<file path="config.mk">
export PLATFORM = sky130hd
export DESIGN_NAME = framebuffer_pixel_write_formatter
export DESIGN_NICKNAME = d
export VERILOG_FILES = /design/src/hdl/fpwf_pkg.sv /design/src/hdl/fpwf_pack.sv /design/src/hdl/framebuffer_pixel_write_formatter.sv
export SDC_FILE = /design/constraint.sdc
export NUM_CORES = 2
export LEC_CHECK = 0
export BUFFER_PORTS_ARGS = -buffer_cell sky130_fd_sc_hd__buf_2
export CAP_MARGIN = 20
export CORE_MARGIN = 10
export CORE_UTILIZATION = 60
export CTS_BUF_LIST = sky130_fd_sc_hd__clkbuf_2
export DETAILED_ROUTE_END_ITERATION = 8
export MAX_ROUTING_LAYER = met4
export PLACE_DENSITY = 0.81
export SLEW_MARGIN = 30
export SYNTH_ARGS = -nofsm -noshare
export SYNTH_HDL_FRONTEND = slang
export SYNTH_SLANG_ARGS = --single-unit
export TNS_END_PERCENT = 5
</file>
<file path="constraint.sdc">
create_clock -name i_clk -period 16.6 [get_ports i_clk]
set_clock_uncertainty 0.05 [all_clocks]
set_input_delay 2.49 -clock i_clk [delete_from_list [all_inputs] [get_ports i_clk]]
set_output_delay 2.49 -clock i_clk [all_outputs]
set_load 0.01 [all_outputs]
</file>
<file path="src/hdl/fpwf_pkg.sv">
`default_nettype none

package fpwf_pkg;

    localparam int unsigned CfgIdxW = 3;
    localparam logic [47:0] LayoutReset = 48'h1008_0808_0008;
    localparam logic [7:0] KindRgb = 8'd1;
    localparam logic [7:0] Bpp24 = 8'd24;
    localparam logic [7:0] Bpp32 = 8'd32;

    typedef enum logic [CfgIdxW-1:0] {
        REG_FB_BASE      = 3'd0,
        REG_LINE_PITCH   = 3'd1,
        REG_SCREEN_WIDTH = 3'd2,
        REG_SCREEN_HEIGHT = 3'd3,
        REG_BITS_PER_PIXEL = 3'd4,
        REG_FB_KIND      = 3'd5,
        REG_COLOR_LAYOUT = 3'd6
    } t_cfg_reg;

    typedef enum logic [1:0] {
        ST_WRITTEN     = 2'd0,
        ST_OUT_OF_FB   = 2'd1,
        ST_UNSUPPORTED = 2'd2
    } t_status;

    typedef struct packed {
        logic [7:0] pos;
        logic [7:0] size;
    } t_comp;

    typedef struct packed {
        t_comp red;
        t_comp green;
        t_comp blue;
    } t_layout;

endpackage

`default_nettype wire

</file>
<file path="src/hdl/fpwf_pack.sv">
`default_nettype none

module fpwf_pack
    import fpwf_pkg::*;
(
    input  wire logic [31:0] i_argb,
    input  wire t_layout     i_layout,
    output logic      [31:0] o_pixel_word
);

    // exact floor(p / 255) for p below 65280
    function automatic logic [7:0] div255(input logic [15:0] p);
        logic [16:0] t;
        begin
            t = {1'b0, p} + 17'd1 + {9'd0, p[15:8]};
            div255 = t[15:8];
        end
    endfunction

    function automatic logic [7:0] scale(input logic [7:0] v, input logic [7:0] size);
        logic [15:0] p5;
        logic [15:0] p6;
        logic [3:0]  sh;
        begin
            p5 = {8'd0, v} * 16'd31;
            p6 = {8'd0, v} * 16'd63;
            sh = 4'd8 - {1'b0, size[2:0]};
            if (size == 8'd5) begin
                scale = div255(p5);
            end else if (size == 8'd6) begin
                scale = div255(p6);
            end else if (size >= 8'd8) begin
                scale = v;
            end else begin
                scale = v >> sh;
            end
        end
    endfunction

    function automatic logic [31:0] place(input logic [7:0] v, input t_comp c);
        logic [31:0] s;
        begin
            s = {24'd0, scale(v, c.size)};
            if (c.pos >= 8'd32) begin
                place = 32'd0;
            end else begin
                place = s << c.pos[4:0];
            end
        end
    endfunction

    assign o_pixel_word = place(i_argb[23:16], i_layout.red)
                        | place(i_argb[15:8], i_layout.green)
                        | place(i_argb[7:0], i_layout.blue);

endmodule

`default_nettype wire

</file>
<file path="src/hdl/framebuffer_pixel_write_formatter.sv">
// a word accepted at a clock edge passes through the stage 1, stage 2 and output registers,
// and shows on the result ports marked by o_result_valid for exactly one cycle
// throughput: one word per cycle; busy stays low, start is never refused
// the receiver cannot stall: results are not held
// reset (i_rst_n low, synchronous) clears the pipeline valids and sets the configuration
// registers to their reset values; the pipeline data registers are not reset
`default_nettype none

module framebuffer_pixel_write_formatter
    import fpwf_pkg::*;
(
    input  wire logic              i_clk,
    input  wire logic              i_rst_n,
    input  wire logic              start,
    output logic                   busy,
    input  wire logic signed [15:0] i_pos_x,
    input  wire logic signed [15:0] i_pos_y,
    input  wire logic       [31:0] i_argb_color,
    input  wire logic              i_cfg_valid,
    output logic                   o_cfg_ready,
    input  wire logic [CfgIdxW-1:0] i_cfg_index,
    input  wire logic       [63:0] i_cfg_data,
    output logic                   o_result_valid,
    output logic            [63:0] o_byte_address,
    output logic            [31:0] o_pixel_word,
    output logic             [2:0] o_store_bytes,
    output logic             [1:0] o_status
);

    logic [63:0] r_fb_base;
    logic [17:0] r_line_pitch;
    logic [15:0] r_screen_width;
    logic [15:0] r_screen_height;
    logic [7:0]  r_bpp;
    logic [7:0]  r_fb_kind;
    t_layout     r_layout;

    logic        r_v1;
    logic [15:0] r_x1;
    logic [15:0] r_y1;
    logic [31:0] r_argb1;

    logic        r_v2;
    t_status     r_status2;
    logic [31:0] r_off2;
    logic [31:0] r_word2;
    logic [2:0]  r_bytes2;

    logic        n_accept;
    logic        n_in_bounds;
    logic        n_fmt_ok;
    logic        n_is32;
    t_status     n_status;
    logic [32:0] n_row_off;
    logic [16:0] n_col_off;
    logic [31:0] n_off;
    logic [31:0] n_word;
    logic [2:0]  n_bytes;

    assign busy = 1'b0;
    assign o_cfg_ready = 1'b1;
    assign n_accept = start && !busy;

    always_ff @(posedge i_clk) begin
        if (!i_rst_n) begin
            r_fb_base <= '0;
            r_line_pitch <= '0;
            r_screen_width <= '0;
            r_screen_height <= '0;
            r_bpp <= '0;
            r_fb_kind <= '0;
            r_layout <= LayoutReset;
        end else if (i_cfg_valid && o_cfg_ready) begin
            case (i_cfg_index)
                REG_FB_BASE:        r_fb_base <= i_cfg_data;
                REG_LINE_PITCH:     r_line_pitch <= i_cfg_data[17:0];
                REG_SCREEN_WIDTH:   r_screen_width <= i_cfg_data[15:0];
                REG_SCREEN_HEIGHT:  r_screen_height <= i_cfg_data[15:0];
                REG_BITS_PER_PIXEL: r_bpp <= i_cfg_data[7:0];
                REG_FB_KIND:        r_fb_kind <= i_cfg_data[7:0];
                REG_COLOR_LAYOUT:   r_layout <= i_cfg_data[47:0];
                default: ;
            endcase
        end
    end

    // stage 1: input word
    always_ff @(posedge i_clk) begin
        if (!i_rst_n) begin
            r_v1 <= 1'b0;
        end else begin
            r_v1 <= n_accept;
        end
    end

    always_ff @(posedge i_clk) begin
        if (n_accept) begin
            r_x1 <= i_pos_x;
            r_y1 <= i_pos_y;
            r_argb1 <= i_argb_color;
        end
    end

    // stage 2: checks, offset products, packing
    fpwf_pack u_pack (
        .i_argb       (r_argb1),
        .i_layout     (r_layout),
        .o_pixel_word (n_word)
    );

    always_comb begin
        n_in_bounds = (r_fb_base != 64'd0) && !r_x1[15] && !r_y1[15]
                    && (r_x1 < r_screen_width) && (r_y1 < r_screen_height);
        n_fmt_ok = (r_fb_kind == KindRgb) && ((r_bpp == Bpp24) || (r_bpp == Bpp32));
        n_is32 = (r_bpp == Bpp32);
        n_row_off = {18'd0, r_y1[14:0]} * {15'd0, r_line_pitch};
        n_col_off = n_is32 ? {r_x1[14:0], 2'b00} : ({2'b00, r_x1[14:0]} + {1'b0, r_x1[14:0], 1'b0});
        n_off = n_row_off[31:0] + {15'd0, n_col_off};
        n_bytes = n_is32 ? 3'd4 : 3'd3;
        if (!n_in_bounds) begin
            n_status = ST_OUT_OF_FB;
        end else if (!n_fmt_ok) begin
            n_status = ST_UNSUPPORTED;
        end else begin
            n_status = ST_WRITTEN;
        end
    end

    always_ff @(posedge i_clk) begin
        if (!i_rst_n) begin
            r_v2 <= 1'b0;
        end else begin
            r_v2 <= r_v1;
        end
    end

    always_ff @(posedge i_clk) begin
        if (r_v1) begin
            r_status2 <= n_status;
            r_off2 <= n_off;
            r_word2 <= n_word;
            r_bytes2 <= n_bytes;
        end
    end

    // stage 3: base add and zeroing of rejected words
    always_ff @(posedge i_clk) begin
        if (!i_rst_n) begin
            o_result_valid <= 1'b0;
        end else begin
            o_result_valid <= r_v2;
        end
    end

    always_ff @(posedge i_clk) begin
        if (r_v2) begin
            o_status <= r_status2;
            if (r_status2 == ST_WRITTEN) begin
                o_byte_address <= r_fb_base + {32'd0, r_off2};
                o_pixel_word <= r_word2;
                o_store_bytes <= r_bytes2;
            end else begin
                o_byte_address <= '0;
                o_pixel_word <= '0;
                o_store_bytes <= '0;
            end
        end
    end

endmodule

`default_nettype wire

</file>
==> results.py <==
metrics = {
    "run_status": {
        "status": "finished clean",
    },
    "drt": {
        "drc": 0,
        "drtPass1Iterations": 6,
        "first_iter_violations": 3082,
        "wl_per_cell_um": 19.8,
        "vias": 33500,
        "avgViaCountPerCell": 6.01,
        "drtAntennaViolNets": 0,
        "routed_wl_um": 110000,
    },
    "synth": {
        "synth_commonest_cells": "nand2_1 (709), inv_1 (508), fa_1 (307), ha_1 (307), edfxtp_1 (224)",
        "yosysTopAreaCellShare": 0.170,
        "seq_area_frac_synth": 0.261,
        "synth_edf_count": 224,
        "synth_fp_nets": 5215,
        "yosysMostFrequentCell": "nand2_1",
        "synth_area_leader_cell": "edfxtp_1",
        "ys.warnings.count": 0,
        "postSynthCellCount": 4466,
        "ys.flop_type": "edfxtp_1",
        "ys_top_cells_by_area": "edfxtp_1 (17%), fa_1 (16%), ha_1 (9.7%)",
        "yosysUniqueCellTypes": 109,
        "syn_area_per_cell_um2": 8.86,
        "syn_area_um2": 39600,
        "ys_async_sr_fraction": 0,
        "ys_ff_latch": 405,
    },
    "die": {
        "core_area_um2": 65600,
        "die_h_um": 277,
        "dieArea_um2": 76600,
        "die_w_um": 277,
        "rows": 94,
        "initial_utilization": 0.603,
        "io_pins": 239,
    },
    "clock_tree": {
        "post_cts_buffers": 0,
        "htreeDepth": 3,
        "worstSkewPairLatency_ns": 1.17,
        "cts.reportedPaths.clkPinSlew_ns": 0.09,
        "cts_sinks": 405,
        "cts_hold_buf": 0,
        "cts-buffers-inserted": 102,
        "clk_path_buf_depth": 3,
        "cts_tree": "done",
        "cts.repair.resized": 0,
        "cts_root_buf": "clkbuf_2",
    },
    "global_route": {
        "grt_pass1_vias": 32600,
        "overflow": 0,
        "grt_start_max_net_pins": 121,
        "grt_pass1_wl_um": 175000,
        "grtUsageTotal": 0.289,
        "antenna_found_initial": 6,
    },
    "cells_and_area": {
        "nNetsFinal": 5374,
        "syn2layout_area_growth_pct": 6.93,
        "fillers": 5523,
        "drive_gt1_frac": 0.108,
        "stdcell_count": 5575,
    },
    "sta": {
        "rsz0062_at_grt": "false",
        "fmax_mhz": 118,
        "hold_viol_final": 0,
        "layout_min_cycle_time_ns": 8.45,
        "timing.final.crit_share": 0.509,
        "final_max_slew_viol_count": 0,
        "setup_viol": 0,
        "relSlewSlack": 0.329,
        "worst_slew_pin_slew_ns": 1.01,
        "fin_setup_tns_ns": 0,
    },
    "setup_path": {
        "path_max_fanout": 8,
        "cp-start-kind": "register",
        "crit_type": "reg2reg",
        "required_ns": 17.31,
        "cp-end-kind": "register",
        "critical_path_arrival_ns": 9.16,
    },
    "pwr": {
        "ir_drop_uv": 139,
        "total_power_mw": 5.19,
        "p_per_area_nw_per_um2": 123,
        "p_leak_nw": 18.3,
    },
    "placed_design": {
        "port_buffers": 228,
        "dp_hpwl_um": 85600,
        "gp_congestion": 1.01,
        "dp_cells": 5385,
    },
    "worst_hold_path": {
        "holdCritPathClass": "reg2reg",
    },
    "run": {
        "max_cap_violations": 0,
    },
}
## stage by stage
step,instance area (µm²),hold WS (ns),setup WS (ns),utilization
final,42300,0.419,8.15,0.645
after global routing,42300,0.439,7.63,0.645
after CTS,42300,0.421,8.27,0.644
after detailed placement,41300,0.408,8.41,0.629
after global placement,41200,0.398,8.39,0.628
after floorplan,39600,0.388,9.38,-
## cell families after synthesis
logic type	share of synthesized area
flip-flops	0.261
other	0.000190
AND/OR/NAND/NOR	0.191
AO/OA/AOI/OAI	0.167
buffers and inverters	0.0675
multiplexers	0.0190
XOR/XNOR	0.0416
adder cells (fa/ha/maj)	0.253
## registers in the layout, indices dropped and copies added, names as in the netlist
register         count
r_off2              32
o_store_bytes        2
r_fb_base           64
o_result_valid       1
r_word2             32
r_argb1             24
r_layout            48
r_v1                 1
r_status2            2
r_x1                16
o_byte_address      64
o_pixel_word        32
r_v2                 1
r_fb_kind            8
r_y1                16
r_screen_width      16
r_bytes2             2
r_bpp                8
r_screen_height     16
o_status             2
r_line_pitch        18
## layout make-up
type | count | area (µm²) | area share
repair buffers | 245 | 1320 | 0.0312
clock inverters | 29 | 225 | 0.00532
well taps | 864 | 1080 | 0.0255
multi-input cells | 3357 | 26600 | 0.629
flip-flops and latches | 405 | 10400 | 0.245
inverters | 514 | 1930 | 0.0456
clock buffers | 154 | 771 | 0.0182
diodes | 7 | 17.5 | 0.000414
## cells in the final DEF (no fill, tap or decap), types with 21 or more instances in the layout
cell type  synthesis  layout
nand2_1          709     708
inv_1            508     508
fa_1             307     307
ha_1             307     307
buf_2              9     227
edfxtp_1         224     224
nor2_1           214     210
a21boi_0         184     184
dfxtp_1          181     179
and2_1           157     157
clkbuf_2           1     154
a21oi_1          137     137
xnor2_1          129     129
o21ai_0          123     123
nand3_1           89      88
nor3_1            67      65
a21o_1            63      63
xor2_1            57      57
and3_1            44      44
nand2b_1          43      43
nor4_1            43      40
nor2b_1           38      38
nand4_1           38      38
mux2i_1           37      37
o21a_1            34      34
a211oi_1          34      34
o211ai_1          31      31
or3_1             29      29
a31oi_1           25      25
o21bai_1          22      22
a211o_1           21      21
## layer usage
metal  up-vias  routed length, µm  track usage
met5         -                  0            -
met4         0               3630       0.0998
met3       240               8750       0.0552
met2      1362              50100        0.447
met1     16100              47700        0.376
li1      15800                  -            -
## final timing paths
kind	startpoint	slack, ns	cells after the start	endpoint
max	r_argb1[5]$_DFFE_PP_	8.15	25	r_word2[28]$_DFFE_PP_
min reg2reg	r_layout[6]$_SDFFE_PN0P_	0.42	2	r_layout[6]$_SDFFE_PN0P_
max reg2reg	r_argb1[5]$_DFFE_PP_	8.15	25	r_word2[28]$_DFFE_PP_
min	r_layout[6]$_SDFFE_PN0P_	0.42	2	r_layout[6]$_SDFFE_PN0P_
## critical path, stage by stage, from the launching register on
cell and delay, ns:
edfxtp_1 0.59, inv_1 0.39, fa_1 0.57, fa_1 0.54
fa_1 0.54, inv_1 0.04, ha_1 0.42, a211oi_2 0.37
o21ai_0 0.20, a31o_2 0.28, a21oi_1 0.16, xor2_1 0.34
inv_1 0.08, ha_1 0.32, nand4_1 0.11, nor3b_1 0.30
a21oi_1 0.14, a211o_1 0.29, nor4_2 0.38, nand2_1 0.11
xnor2_1 0.16, o31ai_1 0.34, o21ai_0 0.37, o2111a_1 0.35
a221oi_1 0.43, o211ai_1 0.18
## power by group
group	internal [mW]	switching, mW
combinational	1.29	2.00
sequential	1.11	0.0689
clock	0.288	0.430
total	2.69	2.50
(Power assumes the default switching activity.)
